$ cat config.mk
export PLATFORM = sky130hd
export DESIGN_NAME = cbz_ctrl
export DESIGN_NICKNAME = d
export VERILOG_FILES = /design/src/hdl/cbz_pkg.sv /design/src/hdl/cbz_ctrl.sv
export SDC_FILE = /design/constraint.sdc
export NUM_CORES = 1
export LEC_CHECK = 0
export BUFFER_PORTS_ARGS = -buffer_cell sky130_fd_sc_hd__buf_2
export CAP_MARGIN = 20
export CORE_UTILIZATION = 40
export DETAILED_ROUTE_END_ITERATION = 16
export SYNTH_ARGS = -nofsm -noshare
export SYNTH_HDL_FRONTEND = slang
export SYNTH_SLANG_ARGS = --single-unit
$ cat constraint.sdc
create_clock -name clk -period 2 [get_ports clk]
set_clock_uncertainty 0.1 [all_clocks]
set_input_delay 0.1 -clock clk [delete_from_list [all_inputs] [get_ports clk]]
set_output_delay 0.1 -clock clk [all_outputs]
set_load 0.03 [all_outputs]
$ cat src/hdl/cbz_pkg.sv
// ---------------------------------------------------------------------------
// Cubic Bezier evaluator package
// Widths, step codes, state types and the controller/datapath structs.
// ---------------------------------------------------------------------------
package cbz_pkg;

  localparam int MAX_ITER    = 24;
  localparam int T_FRAC_BITS = 24;
  localparam int TW          = T_FRAC_BITS + 1;
  localparam int RND_W       = 6;
  localparam int MA_W        = 33;
  localparam int MB_W        = T_FRAC_BITS + 4;
  localparam int PROD_W      = MA_W + MB_W;
  localparam int VAL_W       = PROD_W - T_FRAC_BITS;
  localparam int DIST_W      = VAL_W + 1;
  localparam logic [TW-1:0] ONE_T = TW'(1) << T_FRAC_BITS;

  localparam logic [3:0] EV_UU   = 4'd0;
  localparam logic [3:0] EV_TT   = 4'd1;
  localparam logic [3:0] EV_U3   = 4'd2;
  localparam logic [3:0] EV_T3   = 4'd3;
  localparam logic [3:0] EV_TU2  = 4'd4;
  localparam logic [3:0] EV_T2U  = 4'd5;
  localparam logic [3:0] EV_P0   = 4'd6;
  localparam logic [3:0] EV_P1   = 4'd7;
  localparam logic [3:0] EV_P2   = 4'd8;
  localparam logic [3:0] EV_P3   = 4'd9;
  localparam logic [3:0] EV_LAST = 4'd10;

  typedef enum logic [2:0] {
    S_IDLE, S_EVAL, S_POST, S_ROUND, S_RNDEND, S_FINISH
  } state_t;

  typedef enum logic [2:0] {
    EK_INIT, EK_PLUS, EK_MINUS, EK_FX, EK_FY
  } eval_kind_t;

  typedef enum logic [1:0] {
    CAND_CUR, CAND_PLUS, CAND_MINUS
  } cand_t;

  typedef struct packed {
    logic signed [31:0] query_x;
    logic signed [31:0] start_x;
    logic signed [31:0] start_y;
    logic signed [31:0] ctrl1_x;
    logic signed [31:0] ctrl1_y;
    logic signed [31:0] ctrl2_x;
    logic signed [31:0] ctrl2_y;
    logic signed [31:0] end_x;
    logic signed [31:0] end_y;
  } in_item_t;

  typedef struct packed {
    logic signed [31:0] curve_x;
    logic signed [31:0] curve_y;
    logic [24:0]        param_t;
  } out_item_t;

  typedef struct packed {
    logic       load;
    cand_t      cand;
    logic       axis_y;
    logic [3:0] step;
    logic       take_init;
    logic       take_cand;
    logic       round_end;
    logic       save_x;
    logic       out_load;
  } dp_cmd_t;

  typedef struct packed {
    logic plus_ok;
    logic minus_ok;
    logic closer;
    logic rounds_done;
  } dp_sts_t;

  function automatic logic [24:0] t_to_q24(input logic [TW-1:0] t);
    logic [TW+24:0] w;
    w = (TW+25)'(t);
    if (T_FRAC_BITS >= 24) begin
      return 25'(w >> (T_FRAC_BITS - 24));
    end
    return 25'(w << (24 - T_FRAC_BITS));
  endfunction

endpackage

$ cat src/hdl/cbz_ctrl.sv
// ---------------------------------------------------------------------------
// Cubic Bezier evaluator controller
// Sequences the evaluations of each search round and the final point.
// ---------------------------------------------------------------------------
module cbz_ctrl (
  input  logic             clk,
  input  logic             rst_n,
  input  logic             in_valid,
  output logic             in_ready,
  output logic             out_valid,
  input  logic             out_ready,
  input  cbz_pkg::dp_sts_t sts,
  output cbz_pkg::dp_cmd_t cmd
);

  cbz_pkg::state_t     state_r, state_nxt;
  cbz_pkg::eval_kind_t kind_r, kind_nxt;
  logic [3:0]          step_r, step_nxt;
  logic                out_valid_r, out_valid_nxt;

  always_ff @(posedge clk) begin
    if (!rst_n) begin
      state_r     <= cbz_pkg::S_IDLE;
      kind_r      <= cbz_pkg::EK_INIT;
      step_r      <= '0;
      out_valid_r <= 1'b0;
    end else begin
      state_r     <= state_nxt;
      kind_r      <= kind_nxt;
      step_r      <= step_nxt;
      out_valid_r <= out_valid_nxt;
    end
  end

  always_comb begin
    state_nxt  = state_r;
    kind_nxt   = kind_r;
    step_nxt   = step_r;
    in_ready   = 1'b0;
    cmd        = '0;
    cmd.step   = 4'hf;
    cmd.axis_y = (kind_r == cbz_pkg::EK_FY);
    unique case (kind_r)
      cbz_pkg::EK_PLUS:  cmd.cand = cbz_pkg::CAND_PLUS;
      cbz_pkg::EK_MINUS: cmd.cand = cbz_pkg::CAND_MINUS;
      default:           cmd.cand = cbz_pkg::CAND_CUR;
    endcase

    unique case (state_r)
      cbz_pkg::S_IDLE: begin
        in_ready = 1'b1;
        if (in_valid) begin
          cmd.load  = 1'b1;
          kind_nxt  = cbz_pkg::EK_INIT;
          step_nxt  = '0;
          state_nxt = cbz_pkg::S_EVAL;
        end
      end
      cbz_pkg::S_EVAL: begin
        cmd.step = step_r;
        if (step_r == cbz_pkg::EV_LAST) begin
          state_nxt = cbz_pkg::S_POST;
        end else begin
          step_nxt = step_r + 1'b1;
        end
      end
      cbz_pkg::S_POST: begin
        step_nxt = '0;
        unique case (kind_r)
          cbz_pkg::EK_INIT: begin
            cmd.take_init = 1'b1;
            state_nxt     = cbz_pkg::S_ROUND;
          end
          cbz_pkg::EK_PLUS: begin
            if (sts.closer) begin
              cmd.take_cand = 1'b1;
              state_nxt     = cbz_pkg::S_RNDEND;
            end else if (sts.minus_ok) begin
              kind_nxt  = cbz_pkg::EK_MINUS;
              state_nxt = cbz_pkg::S_EVAL;
            end else begin
              state_nxt = cbz_pkg::S_RNDEND;
            end
          end
          cbz_pkg::EK_MINUS: begin
            cmd.take_cand = sts.closer;
            state_nxt     = cbz_pkg::S_RNDEND;
          end
          cbz_pkg::EK_FX: begin
            cmd.save_x = 1'b1;
            kind_nxt   = cbz_pkg::EK_FY;
            state_nxt  = cbz_pkg::S_EVAL;
          end
          default: begin
            state_nxt = cbz_pkg::S_FINISH;
          end
        endcase
      end
      cbz_pkg::S_ROUND: begin
        step_nxt  = '0;
        state_nxt = cbz_pkg::S_EVAL;
        priority if (sts.rounds_done) begin
          kind_nxt = cbz_pkg::EK_FX;
        end else if (sts.plus_ok) begin
          kind_nxt = cbz_pkg::EK_PLUS;
        end else if (sts.minus_ok) begin
          kind_nxt = cbz_pkg::EK_MINUS;
        end else begin
          state_nxt = cbz_pkg::S_RNDEND;
        end
      end
      cbz_pkg::S_RNDEND: begin
        cmd.round_end = 1'b1;
        state_nxt     = cbz_pkg::S_ROUND;
      end
      cbz_pkg::S_FINISH: begin
        if (!out_valid_r || out_ready) begin
          cmd.out_load = 1'b1;
          state_nxt    = cbz_pkg::S_IDLE;
        end
      end
      default: begin
        state_nxt = cbz_pkg::S_IDLE;
      end
    endcase
  end

  always_comb begin
    out_valid_nxt = out_valid_r;
    if (out_valid_r && out_ready) begin
      out_valid_nxt = 1'b0;
    end
    if (cmd.out_load) begin
      out_valid_nxt = 1'b1;
    end
  end

  assign out_valid = out_valid_r;

endmodule

# After elaboration in Yosys (flattened, before gate mapping)
# Index checks and enable logic that the tools add are counted.
[word_totals] word_cells=68 ff_bits=11 in_bits=8
[classes] n_reduce_logical=12 add_sub_neg=1 eq_ne=16 mux=35
[op_table] op="2-to-1 mux 3 bit" n=12
[op_table] op="case mux 3 bit (6 select lines)" n=1
[op_table] op="== test 3 x 2 -> 1 bit, second input constant" n=4
[op_table] op="2-to-1 mux 1 bit" n=12
[op_table] op="2-to-1 mux 4 bit" n=3
[op_table] op="case mux 3 bit (4 select lines)" n=1
[op_table] op="case mux 4 bit (3 select lines)" n=1
[op_table] op="== test 3 bit, second input constant" n=3
[op_table] op="case mux 3 bit (3 select lines)" n=1
[op_table] op="!= test 2 bit, second input constant" n=4
[op_table] op="== test 3 x 1 -> 1 bit, second input constant" n=2
[op_table] op="zero test 3 bit" n=2
[op_table] op="case mux 3 bit (2 select lines)" n=1
[op_table] op="AND reduction 3 bit" n=2
[op_table] op="nonzero test 3 bit" n=2
[op_table] op="adder 4 x 1 -> 4 bit, second input constant" n=1
[op_table] op="== test 4 bit, second input constant" n=1
[op_table] op="case mux 2 bit (2 select lines)" n=1
[op_table] op="AND reduction 4 bit" n=1
[op_table] op="!= test 3 x 1 -> 1 bit, second input constant" n=1
[op_table] op="!= test 3 bit, second input constant" n=1
[op_table] op="2-to-1 mux 2 bit" n=1
[op_table] op="case mux 1 bit (2 select lines)" n=1
[op_table] op="nonzero test 2 bit" n=1
[op_table] op="4 further kinds" n=4

# Depth between registers and ports, before layout
# Gate-level depths: netlist of the first run.
[logic_depth] word_depth=5 depth_mapped=6 mapped_depth_nobuf=6

# Worst setup path before layout of the first run
# Ideal clock, no wire load.
[synth_path] kind="register to output" startpoint="reg kind_r[0]" endpoint="out cmd[3] (netlist name)" t_arrival_ns=1.857 path_stages_with_launch=5 required_ns=1.800 path_buffers=1 slack_ns=-0.057 path_cell_list="dfxtp_1 > buf_4 > nor3b_2 > nor2_1 > nor3b_1"
[synth_rtl] item="from (decl)" line="cbz_ctrl.sv:17" source="cbz_pkg::eval_kind_t kind_r, kind_nxt;"
[synth_rtl] item="from (signal assigned)" line="cbz_ctrl.sv:24" source="kind_r <= cbz_pkg::EK_INIT;"
[synth_rtl] item="from (signal assigned)" line="cbz_ctrl.sv:29" source="kind_r <= kind_nxt;"
[synth_rtl] item="to (decl)" line="cbz_ctrl.sv:13" source="output cbz_pkg::dp_cmd_t cmd"

==> flow_summary.json, run 1 <==
{
  "vdd_ir_drop_max_uv": 573,
  "setup_total_negative_slack_ps": 0,
  "synth_ff_type": "dfxtp_1",
  "syn-num-nets": 123,
  "async_flop_share_pct": 0,
  "gr-total-overflow": 0,
  "timing.reg2reg.worst_path_depth": 6,
  "totalPowerFinal_uw": 1070,
  "r2r_path_start": "step_r[0]",
  "grt_setup_unrepaired": "false",
  "critPathKind": "reg2out",
  "cts_root_buf": "clkbuf_4",
  "critical_path.startpoint_type": "flop",
  "port_buffers": 22,
  "clk-insertion-delay-late_ps": 260,
  "post-cts-setup-buffer-count": 0,
  "reg2reg_slack_ps": 260,
  "tritoncts_num_sinks": 11,
  "drt-total-wl_microns": 2030,
  "hold_path_class": "in2reg",
  "dp_hpwl_microns": 1510,
  "grt_pass1_vias": 846,
  "timing.critical_path.required_ps": 1800,
  "final_cell_mix": "buf_2, dfxtp_1, nor2_1, nand2_1",
  "htree_levels": 1,
  "timing.slew.headroom_pct": 73.5,
  "drt-pass1-iter-count": 4,
  "global_route.usage.total_pct": 18.1,
  "yosys_warnings": 0,
  "global_route_wire_length_before_repair_microns": 3550,
  "die_area_sq_mm": 0.00250,
  "drive_above_1_share_pct": 28.6,
  "tightestPinTransition_ps": 396,
  "numPlacedInstances": 157,
  "max_root_sink_buffers": 2,
  "initial_core_util_pct": 42.1,
  "critPathMaxFanout": 10,
  "pwr_cell_area_mw_per_mm2": 1000,
  "worstSetupStartpoint": "kind_r[0]",
  "worst_setup_path_end_kind": "output port",
  "synth_enable_flop_cells": 0,
  "grt_max_degree": 24,
  "clkTransAtPathRegs_ps": 80,
  "synthesis.area_sq_um": 922,
  "ys_ff_latch": 11,
  "most_common_cell_after_layout_fill_and_taps_aside": "buf_2",
  "detailed_route_iter0_violations": 15,
  "antenna_found_initial": 0,
  "detailroute.via_count": 875,
  "maxClockFrequency_mhz": 549,
  "layout.nets": 144,
  "vias_per_cell": 5.43,
  "cell_variety_after_synth": 46,
  "post_cts_sizing": 0,
  "route.detailed.drc": 0,
  "hold_slack_ps": 79.6,
  "gp_routability_congestion": 0.786,
  "rows": 17,
  "core_region_area_sq_mm": 0.00219,
  "synth.yosys.seq_area_share_pct": 23.9,
  "number_of_clock_buffers_inserted_by_tritoncts": 3,
  "finish.cell_count_without_fillers": 161,
  "run_status": "finished, final reports clean",
  "top_level_ports": 23,
  "period_needed_ps": 1820,
  "cts_hold_buffers": 0,
  "n_fill_cell": 217,
  "maximum_capacitance_violations": 0,
  "syn-instance-count": 113,
  "period_share_pct": 91.1,
  "cp_data_arrival_time_ps": 1620,
  "antenna_left": 0,
  "final-setup-viol-count": 0,
  "rr_endpoint": "step_r[2]",
  "die_x_microns": 50.0,
  "fp.dieH_microns": 50.0,
  "report.final.slew_viol_count": 0,
  "wire_per_inst_microns": 12.6,
  "ant_diodes": 0,
  "area_growth_syn_to_layout_pct": 16.1,
  "total_leakage_power_uw": 0.000444,
  "cts_tree": "built",
  "synth_area_per_cell_sq_um": 8.16,
  "critPathCapture": "cmd[3]",
  "finalHoldViolCount": 0
}
-- metrics by stage --
| stage | instance area [sq um] | util, % | setup slack, ps |
|---|---|---|---|
| global route | 1070 | 48.9 | 25.2 |
| detailed placement | 1040 | 47.6 | 276 |
| global placement | 1040 | 47.6 | 292 |
| floorplan | 927 | - | 48.4 |
| finish | 1070 | 48.9 | 177 |
| CTS | 1070 | 48.8 | 105 |
-- worst max-delay path: stages (launching register included) --
cell	delay, ps
dfxtp_1	560
nor3b_2	320
nor2_1	90
nor3b_2	170
buf_2	210
-- power by group --
part | total, uW | switching, uW | internal (uW)
Combinational | 605 | 376 | 229
Clock | 154 | 77.1 | 77.1
Sequential | 311 | 62.6 | 249
Total | 1070 | 516 | 555
-- flip-flops by register name, summed over array words and instances (netlist names) --
| signal | count |
|---|---|
| step_r | 4 |
| out_valid | 1 |
| state_r | 3 |
| kind_r | 3 |
-- synthesized netlist by cell type (2+ instances only) --
master / n / area share [%]
buf_2: 3 / 1.6
nand2_1: 8 / 3.3
nor3b_2: 2 / 2.7
nor2b_1: 4 / 2.7
nand3b_1: 4 / 3.3
inv_1: 3 / 1.2
or3_1: 4 / 2.7
a21oi_1: 2 / 1.1
o311a_1: 2 / 2.2
nor4_1: 3 / 2.0
and3_1: 2 / 1.4
clkbuf_1: 2 / 0.81
dfxtp_1: 11 / 24
o21ai_0: 5 / 2.7
nor2_1: 8 / 3.3
o21a_1: 2 / 1.6
a211oi_1: 2 / 1.6
ha_1: 2 / 2.7
nand3_1: 2 / 1.1
buf_4: 2 / 1.6
nor3b_1: 2 / 1.6
a21boi_1: 2 / 1.6
nor3_1: 6 / 3.3
nand2b_1: 6 / 4.1
and2_1: 3 / 2.0
-- final cells by class --
type	count	area [sq um]	share of cell area [%]
multi-input combinational	90	646	60.3
sequential	11	220	20.6
timing repair buffer	25	133	12.4
tap	28	35.0	3.27
clock buffer	4	26.3	2.45
inverter	3	11.3	1.05
-- how the worst min path moves through the flow --
stage	startpoint	to	slack (ps)	cells after the start
2_1_floorplan	rst_n	state_r[2]	150	1
5_1_grt	rst_n	state_r[1]	90	3
3_3_place_gp	rst_n	state_r[1]	360	3
6_report	rst_n	state_r[1]	80	3
4_1_cts	rst_n	state_r[1]	70	3
3_5_place_dp	rst_n	step_r[0]	360	3
-- routing by layer --
layer  vias to the layer above  part of all wire [%]  GRT usage (%)
met5                         -                     0              0
met4                         0                  0.59           8.10
met3                         2                   2.9           3.40
met2                        18                    47           29.1
met1                       404                    50           23.0
li1                        451                     -              -
-- logic make-up after synthesis --
logic type	count (synthesis)	share of synthesized area (%)
flops	11	23.9
compound gates	27	26.1
buf+inv	12	6.92
mux	1	1.09
simple gates	59	38.4
xor+xnor	1	0.950
fa+ha+maj	2	2.71
No activity file was read; power rests on OpenSTA's default activity.
==> run 2, diff against run 1 <==
--- a/config.mk
+++ b/config.mk
@@ -8,7 +8,9 @@
 export BUFFER_PORTS_ARGS = -buffer_cell sky130_fd_sc_hd__buf_2
 export CAP_MARGIN = 20
 export CORE_UTILIZATION = 40
+export CTS_BUF_LIST = sky130_fd_sc_hd__clkbuf_8
 export DETAILED_ROUTE_END_ITERATION = 16
+export SKIP_CTS_REPAIR_TIMING = 1
 export SYNTH_ARGS = -nofsm -noshare
 export SYNTH_HDL_FRONTEND = slang
 export SYNTH_SLANG_ARGS = --single-unit
==> run 2 against run 1 <==
Against the previous run:
- first-iteration DRC count rose by 6.7%
- worst setup slack got worse by 17 ps
- via count fell by 1.0%
- non-clock buffer count did not move
- clock-buffer cell count fell by 1
- register-to-register slack barely moved
- routed wire length rose by 1.1%
- fmax fell by 0.94%
- die area did not move
- utilization rose by 0.74 points
- sequential power barely moved
- largest power group unchanged
==> flow_summary.json, run 2 (synthesis gave the netlist of run 1 again) <==
{
  "ant_diodes": 0,
  "total_leakage_power_uw": 0.000454,
  "drt-total-wl_microns": 2060,
  "finish.cell_count_without_fillers": 161,
  "clk-insertion-delay-late_ps": 240,
  "cts_root_buf": "clkbuf_8",
  "p_sw_share_pct": 46.2,
  "holdPathStages": 3,
  "critical_path.startpoint_type": "flop",
  "critPathKind": "reg2out",
  "finalHoldViolCount": 0,
  "power.sequential.fraction_pct": 27.6,
  "pwr-share-clk_pct": 19.3,
  "p_comb_share_pct": 53.1,
  "final-setup-viol-count": 0,
  "port_buffers": 22,
  "drive_above_1_share_pct": 27.8,
  "cell_internal_pwr_uw": 608,
  "die_area_sq_mm": 0.00250,
  "report.final.slew_viol_count": 0,
  "timing.slew.headroom_pct": 73.5,
  "period_share_pct": 92.0,
  "worst_setup_path_end_kind": "output port",
  "period_needed_ps": 1840,
  "global_route.usage.total_pct": 18.3,
  "wire_per_inst_microns": 12.8,
  "final_cell_mix": "buf_2, dfxtp_1, nor2_1, nand2_1",
  "largest_register_ffs": 4,
  "gr-total-overflow": 0,
  "n_fill_cell": 219,
  "cts_tree": "built",
  "grt_pass1_vias": 852,
  "largestRegisters": "step_r: 4 flops, kind_r: 3 flops, state_r: 3 flops",
  "gp_routability_congestion": 0.786,
  "numPlacedInstances": 157,
  "global_route_wire_length_before_repair_microns": 3550,
  "clkTransAtPathRegs_ps": 50,
  "initial_core_util_pct": 42.1,
  "fp.dieH_microns": 50.0,
  "grt_max_degree": 24,
  "setup_total_negative_slack_ps": 0,
  "rows": 17,
  "die_x_microns": 50.0,
  "route.detailed.drc": 0,
  "tritoncts_num_sinks": 11,
  "power_switching_uw": 523,
  "max_root_sink_buffers": 2,
  "drt-pass1-iter-count": 4,
  "min_from": "rst_n",
  "antenna_found_initial": 0,
  "cp_data_arrival_time_ps": 1640,
  "core_region_area_sq_mm": 0.00219,
  "antenna_left": 0,
  "worstSetupStartpoint": "state_r[1]",
  "registers.top_by_ff_count": "step_r",
  "detailroute.via_count": 866,
  "area_growth_syn_to_layout_pct": 17.9,
  "final_util_pct": 49.6,
  "hold_path_class": "in2reg",
  "timing.critical_path.required_ps": 1800,
  "htree_levels": 1,
  "maximum_capacitance_violations": 0,
  "pwr_cell_area_mw_per_mm2": 1040,
  "grt_setup_unrepaired": "false",
  "vias_per_cell": 5.38,
  "layout.nets": 144,
  "tightestPinTransition_ps": 397,
  "critPathMaxFanout": 7,
  "number_of_clock_buffers_inserted_by_tritoncts": 3,
  "dp_hpwl_microns": 1510,
  "detailed_route_iter0_violations": 16,
  "top_level_ports": 23,
  "r2r_path_start": "step_r[0]",
  "run_status": "finished, final reports clean",
  "timing.reg2reg.worst_path_depth": 6,
  "vdd_ir_drop_max_uv": 574,
  "multiInputGateArea_sq_um": 643,
  "layout.area.seq_sq_um": 220,
  "most_common_cell_after_layout_fill_and_taps_aside": "buf_2",
  "maxClockFrequency_mhz": 544
}
[run 2: final cells by class]
cell class | count | area share [%]
flip-flops and latches | 11 | 20.3
clock inverters | 1 | 0.345
repair buffers | 25 | 12.2
well taps | 28 | 3.22
multi-input cells | 90 | 59.1
clock buffers | 3 | 3.80
inverters | 3 | 1.04
[run 2: worst max-delay path, stage by stage (launching register included)]
cell	delay (ps)
dfxtp_1	430
or3b_1	520
nor4_1	210
buf_2	240
[run 2: metrics by stage]
step / hold slack, ps / power [uW] / setup WS [ps] / area (sq um)
3_3_place_gp: 363 / 914 / 292 / 1040
2_1_floorplan: 153 / 784 / 48.4 / 927
5_1_grt: 127 / 1220 / 42.0 / 1090
4_1_cts: 106 / 1140 / 145 / 1090
3_5_place_dp: 359 / 916 / 276 / 1040
6_report: 116 / 1130 / 160 / 1090
[run 2: path summary, 6_finish.rpt]
check | endpoint | slack, ps
max reg2reg | step_r[2] | 260
min | state_r[1] | 120
max | cmd[4] | 160
min reg2reg | step_r[3] | 410
[run 2: routing by layer]
layer | vias up | track usage [%] | wire length [microns]
met5 | - | 0 | 0
met4 | 0 | 9.52 | 9
met3 | 2 | 3.40 | 62
met2 | 18 | 29.1 | 968
met1 | 397 | 23.0 | 1020
li1 | 449 | - | -
[run 2: power by group through the flow]
| stage | Sequential (uW) | Combinational [uW] | Clock, uW |
|---|---|---|---|
| floorplan | 281 | 503 | 0 |
| global placement | 315 | 599 | 0 |
| detailed placement | 315 | 600 | 0 |
| CTS | 311 | 604 | 226 |
| global route | 322 | 658 | 238 |
| finish | 312 | 601 | 218 |
